[config.mk]
export PLATFORM = sky130hd
export DESIGN_NAME = labelled_field_extractor_unit
export DESIGN_NICKNAME = d
export VERILOG_FILES = /design/src/hdl/lfe_pkg.sv /design/src/hdl/lfe_ram.sv /design/src/hdl/lfe_front.sv /design/src/hdl/lfe_queue.sv /design/src/hdl/lfe_back.sv /design/src/hdl/labelled_field_extractor_unit.sv
export SDC_FILE = /design/constraint.sdc
export NUM_CORES = 2
export LEC_CHECK = 0
export BUFFER_PORTS_ARGS = -buffer_cell sky130_fd_sc_hd__buf_2
export CAP_MARGIN = 20
export CORE_MARGIN = 2
export CORE_UTILIZATION = 40
export CTS_BUF_LIST = sky130_fd_sc_hd__clkbuf_16
export DETAILED_ROUTE_END_ITERATION = 6
export PLACE_DENSITY = 0.52
export SLEW_MARGIN = 20
export SYNTH_ARGS = -nofsm -noshare
export SYNTH_HDL_FRONTEND = slang
export SYNTH_SLANG_ARGS = --single-unit
[constraint.sdc]
create_clock -name clk -period 7.93 [get_ports clk]
set_clock_uncertainty 0.05 [all_clocks]
set_input_delay 0.3965 -clock clk [delete_from_list [all_inputs] [get_ports clk]]
set_output_delay 0.3965 -clock clk [all_outputs]
set_load 0.05 [all_outputs]
[src/hdl/lfe_pkg.sv]
// shared types and constants of the labelled field extractor
package lfe_pkg;

  // default sizes
  localparam int FIELD_DEPTH_DEF = 63;
  localparam int LABEL_MAX_DEF   = 8;

  // width of a field length as carried between front and back
  localparam int CNT_MAX_W = 7;

  // terminator of a field
  localparam logic [7:0] CR_BYTE = 8'h0D;

  // configuration register indexes
  localparam logic [1:0] REG_LABEL_BYTES  = 2'd0;
  localparam logic [1:0] REG_LABEL_LENGTH = 2'd1;
  localparam logic [1:0] REG_MAX_FIELD    = 2'd2;

  // reset value of the buffer size register
  localparam logic [6:0] MAX_FIELD_RESET = 7'd64;

  // result kind, carried on tuser
  typedef enum logic [1:0] {
    ST_FOUND  = 2'd0,
    ST_ABSENT = 2'd1,
    ST_EMPTY  = 2'd2,
    ST_LONG   = 2'd3
  } status_t;

  // one finished text waiting for the back end
  typedef struct packed {
    logic                 bank;
    logic [CNT_MAX_W-1:0] count;
    status_t              status;
  } desc_t;

endpackage

[src/hdl/lfe_ram.sv]
// generic single write port RAM with registered read
module lfe_ram #(
  parameter int WIDTH = 8,
  parameter int DEPTH = 128,
  localparam int AW = (DEPTH > 1) ? $clog2(DEPTH) : 1
) (
  input  logic             clk,
  input  logic             wr_en,
  input  logic [AW-1:0]    wr_addr,
  input  logic [WIDTH-1:0] wr_data,
  input  logic             rd_en,
  input  logic [AW-1:0]    rd_addr,
  output logic [WIDTH-1:0] rd_data
);

  logic [WIDTH-1:0] mem [DEPTH];

  // write and registered read
  always_ff @(posedge clk) begin
    if (wr_en) begin
      mem[wr_addr] <= wr_data;
    end
    if (rd_en) begin
      rd_data <= mem[rd_addr];
    end
  end

endmodule

[src/hdl/lfe_front.sv]
// front end: label search, field capture and per-text verdict
module lfe_front #(
  parameter int FIELD_DEPTH = lfe_pkg::FIELD_DEPTH_DEF,
  parameter int LABEL_MAX   = lfe_pkg::LABEL_MAX_DEF,
  localparam int IDX_W = (FIELD_DEPTH > 1) ? $clog2(FIELD_DEPTH) : 1
) (
  input  logic                clk,
  input  logic                rst,
  input  logic                s_tvalid,
  output logic                s_tready,
  input  logic [7:0]          s_tdata,
  input  logic                s_tlast,
  input  logic [63:0]         label_bytes,
  input  logic [3:0]          label_length,
  input  logic [6:0]          max_field_size,
  output logic                ram_we,
  output logic [IDX_W:0]      ram_waddr,
  output logic [7:0]          ram_wdata,
  output logic                q_push,
  output lfe_pkg::desc_t      q_desc,
  input  logic                q_full
);
  import lfe_pkg::*;

  localparam int WIN_W  = 8 * LABEL_MAX;
  localparam int FILL_W = $clog2(LABEL_MAX + 1);
  localparam int CNT_W  = $clog2(FIELD_DEPTH + 2);

  typedef enum logic [2:0] {
    PH_SEARCH  = 3'b001,
    PH_CAPTURE = 3'b010,
    PH_DONE    = 3'b100
  } phase_t;

  phase_t             phase, phase_next;
  logic [WIN_W-1:0]   window, window_next, win_shift, tail, mask;
  logic [FILL_W-1:0]  fill, fill_next, fill_inc;
  logic [CNT_W-1:0]   count, count_next;
  logic               bank;
  logic               accept;
  logic               len_ok;
  logic               hit;
  logic [3:0]         shift_bytes;
  status_t            verdict;

  assign s_tready = !q_full;
  assign accept   = s_tvalid && s_tready;

  // window after this byte and label compare on its newest bytes
  always_comb begin
    win_shift   = {s_tdata, window[WIN_W-1:8]};
    fill_inc    = (fill < FILL_W'(LABEL_MAX)) ? fill + 1'b1 : fill;
    len_ok      = (label_length != 4'd0) && (label_length <= 4'(LABEL_MAX));
    shift_bytes = 4'(LABEL_MAX) - label_length;
    tail        = win_shift >> {shift_bytes, 3'b000};
    for (int j = 0; j < LABEL_MAX; j++) begin
      mask[8*j +: 8] = (label_length > 4'(j)) ? 8'hFF : 8'h00;
    end
    hit = len_ok && (4'(fill_inc) >= label_length)
          && ((tail & mask) == (label_bytes[WIN_W-1:0] & mask));
  end

  // search and capture step
  always_comb begin
    phase_next  = phase;
    window_next = window;
    fill_next   = fill;
    count_next  = count;
    ram_we      = 1'b0;
    unique case (phase)
      PH_SEARCH: begin
        window_next = win_shift;
        fill_next   = fill_inc;
        if (hit) begin
          phase_next = PH_CAPTURE;
          count_next = '0;
        end
      end
      PH_CAPTURE: begin
        if (s_tdata == CR_BYTE) begin
          phase_next = PH_DONE;
        end else if (count < CNT_W'(FIELD_DEPTH)) begin
          ram_we     = accept;
          count_next = count + 1'b1;
        end else begin
          count_next = CNT_W'(FIELD_DEPTH + 1);
        end
      end
      PH_DONE: begin
        phase_next = PH_DONE;
      end
      default: begin
        phase_next = PH_SEARCH;
      end
    endcase
  end

  assign ram_waddr = {bank, count[IDX_W-1:0]};
  assign ram_wdata = s_tdata;

  // verdict for a text that ends on this byte
  always_comb begin
    if (phase_next == PH_SEARCH) begin
      verdict = ST_ABSENT;
    end else if (phase_next == PH_CAPTURE || count_next == '0) begin
      verdict = ST_EMPTY;
    end else if (7'(count_next) >= max_field_size
                 || count_next > CNT_W'(FIELD_DEPTH)) begin
      verdict = ST_LONG;
    end else begin
      verdict = ST_FOUND;
    end
  end

  assign q_push        = accept && s_tlast;
  assign q_desc.bank   = bank;
  assign q_desc.count  = CNT_MAX_W'(count_next);
  assign q_desc.status = verdict;

  // per-text state, cleared at the end of each text, when the bank also flips
  always_ff @(posedge clk) begin
    if (rst) begin
      phase  <= PH_SEARCH;
      window <= '0;
      fill   <= '0;
      count  <= '0;
      bank   <= 1'b0;
    end else if (accept) begin
      if (s_tlast) begin
        phase  <= PH_SEARCH;
        window <= '0;
        fill   <= '0;
        count  <= '0;
        bank   <= !bank;
      end else begin
        phase  <= phase_next;
        window <= window_next;
        fill   <= fill_next;
        count  <= count_next;
      end
    end
  end

endmodule

[src/hdl/lfe_queue.sv]
// two-entry queue of finished texts between front and back
module lfe_queue (
  input  logic           clk,
  input  logic           rst,
  input  logic           push,
  input  lfe_pkg::desc_t push_desc,
  input  logic           pop,
  output lfe_pkg::desc_t head,
  output logic           valid,
  output logic           full
);
  import lfe_pkg::*;

  desc_t       slot [2];
  logic        wp, rp;
  logic [1:0]  used;

  assign head  = slot[rp];
  assign valid = (used != 2'd0);
  assign full  = (used == 2'd2);

  // entry storage
  always_ff @(posedge clk) begin
    if (push) begin
      slot[wp] <= push_desc;
    end
  end

  // pointers and fill level
  always_ff @(posedge clk) begin
    if (rst) begin
      wp   <= 1'b0;
      rp   <= 1'b0;
      used <= 2'd0;
    end else begin
      if (push) begin
        wp <= !wp;
      end
      if (pop) begin
        rp <= !rp;
      end
      if (push && !pop) begin
        used <= used + 2'd1;
      end else if (pop && !push) begin
        used <= used - 2'd1;
      end
    end
  end

endmodule

[src/hdl/lfe_back.sv]
// back end: drains a stored field or sends a status word
module lfe_back #(
  parameter int FIELD_DEPTH = lfe_pkg::FIELD_DEPTH_DEF,
  localparam int IDX_W = (FIELD_DEPTH > 1) ? $clog2(FIELD_DEPTH) : 1
) (
  input  logic           clk,
  input  logic           rst,
  input  logic           q_valid,
  input  lfe_pkg::desc_t q_head,
  output logic           q_pop,
  output logic           ram_re,
  output logic [IDX_W:0] ram_raddr,
  input  logic [7:0]     ram_rdata,
  output logic           m_tvalid,
  input  logic           m_tready,
  output logic [7:0]     m_tdata,
  output logic           m_tlast,
  output logic [1:0]     m_tuser
);
  import lfe_pkg::*;

  typedef enum logic [2:0] {
    BK_IDLE  = 3'b001,
    BK_FETCH = 3'b010,
    BK_LOAD  = 3'b100
  } bk_state_t;

  bk_state_t         state, state_next;
  logic [IDX_W-1:0]  idx, idx_next;
  logic              out_free;
  logic              load_status, load_byte, is_last;

  assign out_free  = !m_tvalid || m_tready;
  assign is_last   = (CNT_MAX_W'(idx) + CNT_MAX_W'(1)) == q_head.count;
  assign ram_raddr = {q_head.bank, idx};

  // sequencer
  always_comb begin
    state_next  = state;
    idx_next    = idx;
    q_pop       = 1'b0;
    ram_re      = 1'b0;
    load_status = 1'b0;
    load_byte   = 1'b0;
    unique case (state)
      BK_IDLE: begin
        if (q_valid) begin
          if (q_head.status != ST_FOUND) begin
            if (out_free) begin
              load_status = 1'b1;
              q_pop       = 1'b1;
            end
          end else begin
            idx_next   = '0;
            state_next = BK_FETCH;
          end
        end
      end
      BK_FETCH: begin
        ram_re     = 1'b1;
        state_next = BK_LOAD;
      end
      BK_LOAD: begin
        if (out_free) begin
          load_byte = 1'b1;
          if (is_last) begin
            q_pop      = 1'b1;
            state_next = BK_IDLE;
          end else begin
            idx_next   = idx + 1'b1;
            state_next = BK_FETCH;
          end
        end
      end
      default: begin
        state_next = BK_IDLE;
      end
    endcase
  end

  // sequencer state
  always_ff @(posedge clk) begin
    if (rst) begin
      state <= BK_IDLE;
      idx   <= '0;
    end else begin
      state <= state_next;
      idx   <= idx_next;
    end
  end

  // output word register
  always_ff @(posedge clk) begin
    if (rst) begin
      m_tvalid <= 1'b0;
    end else if (load_status || load_byte) begin
      m_tvalid <= 1'b1;
    end else if (m_tready) begin
      m_tvalid <= 1'b0;
    end
  end

  // output payload
  always_ff @(posedge clk) begin
    if (load_status) begin
      m_tdata <= 8'h00;
      m_tlast <= 1'b1;
      m_tuser <= q_head.status;
    end else if (load_byte) begin
      m_tdata <= ram_rdata;
      m_tlast <= is_last;
      m_tuser <= ST_FOUND;
    end
  end

endmodule

[src/hdl/labelled_field_extractor_unit.sv]
// top level of the labelled field extractor
//
//   channel  direction  payload
//   s_*      in         tdata: src_byte[7:0], tlast: end_of_text
//   m_*      out        tdata: field_byte[7:0], tlast: run_last, tuser: status[1:0]
//   cfg_*    in         index 0 label bytes, 1 label length, 2 max field size
//
// Input takes one word per cycle; the front end stalls only while both field
// banks hold texts that the back end has not yet loaded in full for output.
// A found field drains word by word (RAM read, then output load), one word at
// a time through the single read port of the field RAM; a status word skips the read.
// Reset is synchronous and clears all control state; RAM contents are not cleared.
// Output stalls hold the word in the output register while input keeps flowing.
module labelled_field_extractor_unit #(
  parameter int FIELD_DEPTH = lfe_pkg::FIELD_DEPTH_DEF,
  parameter int LABEL_MAX   = lfe_pkg::LABEL_MAX_DEF
) (
  input  logic        clk,
  input  logic        rst,
  input  logic        s_tvalid,
  output logic        s_tready,
  input  logic [7:0]  s_tdata,   // src_byte
  input  logic        s_tlast,
  output logic        m_tvalid,
  input  logic        m_tready,
  output logic [7:0]  m_tdata,   // field_byte
  output logic        m_tlast,
  output logic [1:0]  m_tuser,   // status
  input  logic        cfg_we,
  input  logic [1:0]  cfg_index,
  input  logic [63:0] cfg_data
);
  import lfe_pkg::*;

  localparam int IDX_W     = (FIELD_DEPTH > 1) ? $clog2(FIELD_DEPTH) : 1;
  localparam int RAM_DEPTH = 2 << IDX_W;

  logic [63:0]    label_bytes;
  logic [3:0]     label_length;
  logic [6:0]     max_field_size;
  logic           ram_we, ram_re;
  logic [IDX_W:0] ram_waddr, ram_raddr;
  logic [7:0]     ram_wdata, ram_rdata;
  logic           q_push, q_pop, q_valid, q_full;
  desc_t          q_desc, q_head;

  // configuration registers
  always_ff @(posedge clk) begin
    if (rst) begin
      label_bytes    <= '0;
      label_length   <= '0;
      max_field_size <= MAX_FIELD_RESET;
    end else if (cfg_we) begin
      case (cfg_index)
        REG_LABEL_BYTES:  label_bytes    <= cfg_data;
        REG_LABEL_LENGTH: label_length   <= cfg_data[3:0];
        REG_MAX_FIELD:    max_field_size <= cfg_data[6:0];
        default: ;
      endcase
    end
  end

  // search and capture
  lfe_front #(
    .FIELD_DEPTH (FIELD_DEPTH),
    .LABEL_MAX   (LABEL_MAX)
  ) u_front (
    .clk            (clk),
    .rst            (rst),
    .s_tvalid       (s_tvalid),
    .s_tready       (s_tready),
    .s_tdata        (s_tdata),
    .s_tlast        (s_tlast),
    .label_bytes    (label_bytes),
    .label_length   (label_length),
    .max_field_size (max_field_size),
    .ram_we         (ram_we),
    .ram_waddr      (ram_waddr),
    .ram_wdata      (ram_wdata),
    .q_push         (q_push),
    .q_desc         (q_desc),
    .q_full         (q_full)
  );

  // two banks of field bytes
  lfe_ram #(
    .WIDTH (8),
    .DEPTH (RAM_DEPTH)
  ) u_ram (
    .clk     (clk),
    .wr_en   (ram_we),
    .wr_addr (ram_waddr),
    .wr_data (ram_wdata),
    .rd_en   (ram_re),
    .rd_addr (ram_raddr),
    .rd_data (ram_rdata)
  );

  // finished texts
  lfe_queue u_queue (
    .clk       (clk),
    .rst       (rst),
    .push      (q_push),
    .push_desc (q_desc),
    .pop       (q_pop),
    .head      (q_head),
    .valid     (q_valid),
    .full      (q_full)
  );

  // result sender
  lfe_back #(
    .FIELD_DEPTH (FIELD_DEPTH)
  ) u_back (
    .clk       (clk),
    .rst       (rst),
    .q_valid   (q_valid),
    .q_head    (q_head),
    .q_pop     (q_pop),
    .ram_re    (ram_re),
    .ram_raddr (ram_raddr),
    .ram_rdata (ram_rdata),
    .m_tvalid  (m_tvalid),
    .m_tready  (m_tready),
    .m_tdata   (m_tdata),
    .m_tlast   (m_tlast),
    .m_tuser   (m_tuser)
  );

endmodule

[Word level (Yosys, flattened, before mapping)]
Memories as Yosys holds them, arrays and structs flattened. A register that Yosys moved wholly into a read port is not among the register bits.
Cells that the tools add are included.
Storage, ports and cells
  word-level logic and storage cells: 155
  register bits after elaboration: 179
  memories kept: 2
  bits in writable memories: 1044
Operators by class
  bitwise operators: 2
  add/subtract/negate cells: 7
  reductions and logical operators: 35
  equality and inequality tests: 18
  magnitude comparators: 14
  muxes and demuxes: 59
  shifts and indexed selects: 1
Memory list
  u_ram.mem: depth 128, width 8, read ports 1, clocked after Yosys merged registers in 1, wr ports 1, line lfe_ram.sv:16  | logic [WIDTH-1:0] mem [DEPTH];
  u_queue.slot: depth 2, width 10, read ports 1, clocked after Yosys merged registers in 1, wr ports 1, line lfe_queue.sv:14  | desc_t slot [2];
Operator list (number)
  64-bit bitwise AND: 2
  64-bit 2-to-1 mux: 2
  64-bit == test: 1
  8-bit 2-to-1 mux: 8
  64-bit by 7-bit >> shifter with 64-bit output: 1
  7-bit 2-to-1 mux: 4
  6-bit 2-to-1 mux: 4
  1-bit 2-to-1 mux: 19
  3-bit 2-to-1 mux: 6
  3-bit one-hot mux with 3 select lines: 2
  4-bit by 3-bit > comparator with 1-bit output, second input constant: 4
  2-bit 2-to-1 mux: 8
  7-bit one-hot mux with 2 select lines: 1
  2-bit nonzero test: 7
  4-bit 2-to-1 mux: 3
  6-bit one-hot mux with 2 select lines: 1
  2-bit AND reduction: 5
  3-bit by 1-bit == test with 1-bit output, second input constant: 3
  3-bit by 2-bit == test with 1-bit output, second input constant: 3
  8-bit by 4-bit == test with 1-bit output, second input constant: 1
  4-bit by 1-bit > comparator with 1-bit output, second input constant: 2
  4-bit by 2-bit > comparator with 1-bit output, second input constant: 2
  6-bit by 1-bit adder with 7-bit output, second input constant: 1
  7-bit by 1-bit adder with 7-bit output, second input constant: 1
  other kinds (26): 45

[Logic depth before layout (Yosys ltp)]
  depth after elaboration: 12
  mapped depth: 29

[Cells and area by module]
A second synthesis with hierarchy kept.
Second synthesis, totals
  cell total of the unflattened synthesis: 2935
  area, all modules: 51775.9 um^2
Modules (own cells, without submodules)
  lfe_ram: area an instance 39745.6 um^2, times used 1, cells each 1635
  lfe_front: area an instance 6682.7 um^2, times used 1, cells each 806
  labelled_field_extractor_unit: area an instance 3344.5 um^2, times used 1, cells each 316
  lfe_back: area an instance 1074.8 um^2, times used 1, cells each 125
  lfe_queue: area an instance 928.4 um^2, times used 1, cells each 53

[Least setup slack after synthesis]
No wires, ideal clock.
  path type: register -> register
  from: reg label_length[0]
  to: mem u_queue.slot[0][1] in the netlist's numbering, data pin
  arrival time: 5.500 ns
  slack: 2.104 ns
  stages on the path, launching flop included: 29
  required time: 7.604 ns
  path buffers: 5
  clock period less this slack: 5.826 ns
  library setup time: 0.276 ns
  path through: dfxtp_1 buf_2 inv_2 buf_1 buf_2 ha_1 buf_6 buf_6 mux2i_1 mux2_2 o211a_1 a22o_1 a2111o_1 nor4_1 o2111ai_1 nor4_4 nor2_2 a21oi_1 ha_1 nand2b_1 a21o_1 a21o_1 a21o_1 a21oi_1 nor2b_1 o21ai_0 nand2b_1 o21ai_0 o211ai_1
RTL lines
  start: declaration: line labelled_field_extractor_unit.sv:39  | logic [3:0] label_length;
  start signal: assignment: line labelled_field_extractor_unit.sv:56  | REG_LABEL_LENGTH: label_length <= cfg_data[3:0];
  end: declaration: line lfe_queue.sv:14

==> impl_metrics.ini <==
[outcome]
outcome = completed

[sta]
fmax_mhz = 147
setup_viol = 0
drv_slew = 0
slew_headroom_pct = 24.8
final-hold-violation-count = 0
fin_crit_sh_pct = 85.7
rsz0062_at_grt = false
finalCriticalPeriod_ps = 6800
tightestPinTransition_ps = 1130
finalSetupTns_ps = 0

[clock_tree]
clk_latency_ps = 760
clkSinkCount = 1224
cts_buffer_depth = 3
clk_pin_slew_ps = 60
root_buffer = clkbuf_16
cts_buffers = 136
htree_levels = 4
post_cts_buffers = 0
cts_tree = built

[global_route]
grt_pass1_vias = 28300
grt_pass1_wl_um = 195000
antenna_found_initial = 7
grt_max_degree = 126
overflow = 0
track_usage_pct = 20.5

[detailed_routing]
dr_wl_met2_um = 63700
route.met3.wl_um = 7680
ant_nets = 0
num_vias = 27900
wl_per_cell_um = 27.1
viasPerCell = 5.73
drt-initial-drc-count = 2966
top_layer = met4
m1WireLength_um = 57600
drc = 0
dr.pass1.iters = 7
drt_wl_total_um = 132000

[yosys]
synthTopCellsByCount = 1,054 x edfxtp_1, 338 x mux4_2, 263 x nor2_1
synthFlopType = edfxtp_1
netlist_area_um2 = 50500
synth_area_leaders = edfxtp_1 63%, mux4_2 15%, dfxtp_1 6.7%, nor2_1 2.0%, mux2i_1 1.9%
synth.distinct_cells = 84
yosys.area.top_type_share_pct = 62.6
seq_area_frac_synth_pct = 69.4
synth-async-reset-ratio_pct = 0
synth_area_leader_cell = edfxtp_1
syn_inst = 2943
synth_most_common_cell = edfxtp_1
ys_ff_latch = 1224
yosys_warnings = 0
synth_edf_count = 1054
synth_area_per_cell_um2 = 17.2

[power_and_ir_drop]
combPwrFrac_pct = 5.0
p_leak_nw = 17.9
p_sw_share_pct = 22.6
p_per_area_nw_per_um2 = 238
ir_worst_vdd_mv = 0.185
power_mw = 13.7
p_sw_mw = 3.11
power.internal_mw = 10.6
sequentialPowerShare_pct = 51.7
pwr-share-clk_pct = 43.3

[critical_path]
crit_buf_inv = 2
arrival_ps = 7220
crit_family = compound AO/OA/AOI/OAI gates
worst_ep_required_time_ps = 8350
end_kind = flop
cp_slowest_cell = ha_2
worst_path_largest_cell_delay_ps = 950
cpMostUsedCell = a21o_1
criticalPathCategory = flop to flop
crit_chain = inv_1 -> ha_2 -> buf_4 -> mux2i_1 -> o2bb2ai_1 -> xor2_1 -> o22ai_1 -> a22oi_1 -> o41a_1 -> or4_1 -> nor4_4 -> nor2_2 -> a21oi_1 -> ha_1 -> nand2b_1 -> a21o_1 -> a21o_1 -> a21o_1 -> a21oi_1 -> nor2b_1 -> o21ai_0 -> nand2b_1 -> o21ai_0 -> o211ai_1
critical_path.startpoint_type = flop
path_max_fanout = 30

[placed_design]
place.gp.congestion = 0.898
place_hpwl_um = 83100
port_buffers = 92
placedInstanceArea_um2 = 52900

[floorplanning]
ios = 93
fp-row-count = 130
core_area_um2 = 126000
dieArea_um2 = 129000
start_util_pct = 40.2
die_x_um = 359
die_height_um = 359

[finish]
drive_above_1_share_pct = 22.1
final_util_pct = 46.0
fill_cells = 10800
layout.nets = 3213
areaGrowthSynthToFinish_pct = 14.3
fin_area_um2 = 57700

[min_path]
hp-class = input pin to flop

[job]
drv_cap = 0
[through the flow]
step           std cells  setup slack (ps)  hold slack [ps]
3_3_place_gp        4561              1330              405
6_report            4870              1130              116
5_1_grt             4869               631             60.5
3_5_place_dp        4561              1290              398
2_1_floorplan       2958              2100              370
4_1_cts             4869              1260             41.0
[cells by family after synthesis]
family	Yosys count	share of synthesized area, %
AO/OA/AOI/OAI	346	4.54
XOR/XNOR	54	0.936
adder cells (fa/ha/maj)	18	0.446
buffers and inverters	203	1.59
flip-flops	1224	69.4
multiplexers	455	17.4
other	1	0.00742
AND/OR/NAND/NOR	642	5.68
[power by group through the flow]
stage / logic (mW) / clock network, mW / registers, mW
final: 0.684 / 5.96 / 7.11
after global routing: 0.744 / 6.37 / 7.11
after CTS: 0.684 / 6.11 / 7.11
after detailed placement: 0.658 / 0 / 7.25
after global placement: 0.641 / 0 / 7.24
after floorplan: 0.374 / 0 / 7.22
[worst register-to-register path: stages, from the launching register on]
cell and delay, ps:
dfxtp_1 440, inv_1 190, ha_2 950, buf_4 450, mux2i_1 360, o2bb2ai_1 180, xor2_1 180, o22ai_1 170
a22oi_1 120, o41a_1 380, or4_1 610, nor4_4 470, nor2_2 190, a21oi_1 190, ha_1 230, nand2b_1 140
a21o_1 170, a21o_1 170, a21o_1 170, a21oi_1 150, nor2b_1 60, o21ai_0 140, nand2b_1 90, o21ai_0 150
o211ai_1 140
[registers in the layout, summed over array words and instances (netlist names), 4 cells and up, named ones only]
name            count
label_bytes        64
label_length        4
max_field_size      7
u_back.idx          6
u_back.m_tdata      8
u_front.count       7
u_front.fill        4
u_front.window     56
u_queue.slot       20
u_ram.mem        1024
u_ram.rd_data       8
[cells in the final DEF, fill, tap and decap left out, drive strengths merged, types with 49 or more instances in the layout]
master	n
clkinv	53
o21ai	49
dfxtp	170
dlygate4sd3	66
a21oi	110
a22oi	65
edfxtp	1054
mux2i	96
inv	58
mux4	338
nor2	265
nand2	208
clkbuf	137
buf	136
[layout make-up]
type	instances	area (um^2)	share of cell area, %
Clock buffer	137	3430	5.94
Timing Repair Buffer	202	1510	2.62
Inverter	20	75.1	0.130
Antenna cell	1	2.50	0.00433
Clock inverter	105	793	1.37
Sequential cell	1224	35100	60.7
Multi-Input combinational cell	1531	14800	25.6
Tap cell	1650	2060	3.57
[repair_timing]
item,CTS,global route
resized for setup,0,0
hold endpoints to repair,92,0
hold buffers,66,0
endpoints found under the setup margin,0,0
[worst paths after layout]
kind,start,endpoint,slack [ps],cells after the start
max,label_length[1],u_queue.slot[1][1],1130,24
min,s_tdata[2],u_front.window[58],120,3
max reg2reg,label_length[1],u_queue.slot[1][1],1130,24
min reg2reg,u_back.m_tdata[4],u_back.m_tdata[4],400,2
[per-layer routing]
metal,GRT usage [%],vias up
met2,33.2,869
met3,3.49,177
met4,5.88,0
met5,0,-
li1,-,12100
met1,28.6,14700
No activity file was read; power rests on OpenSTA's default activity.
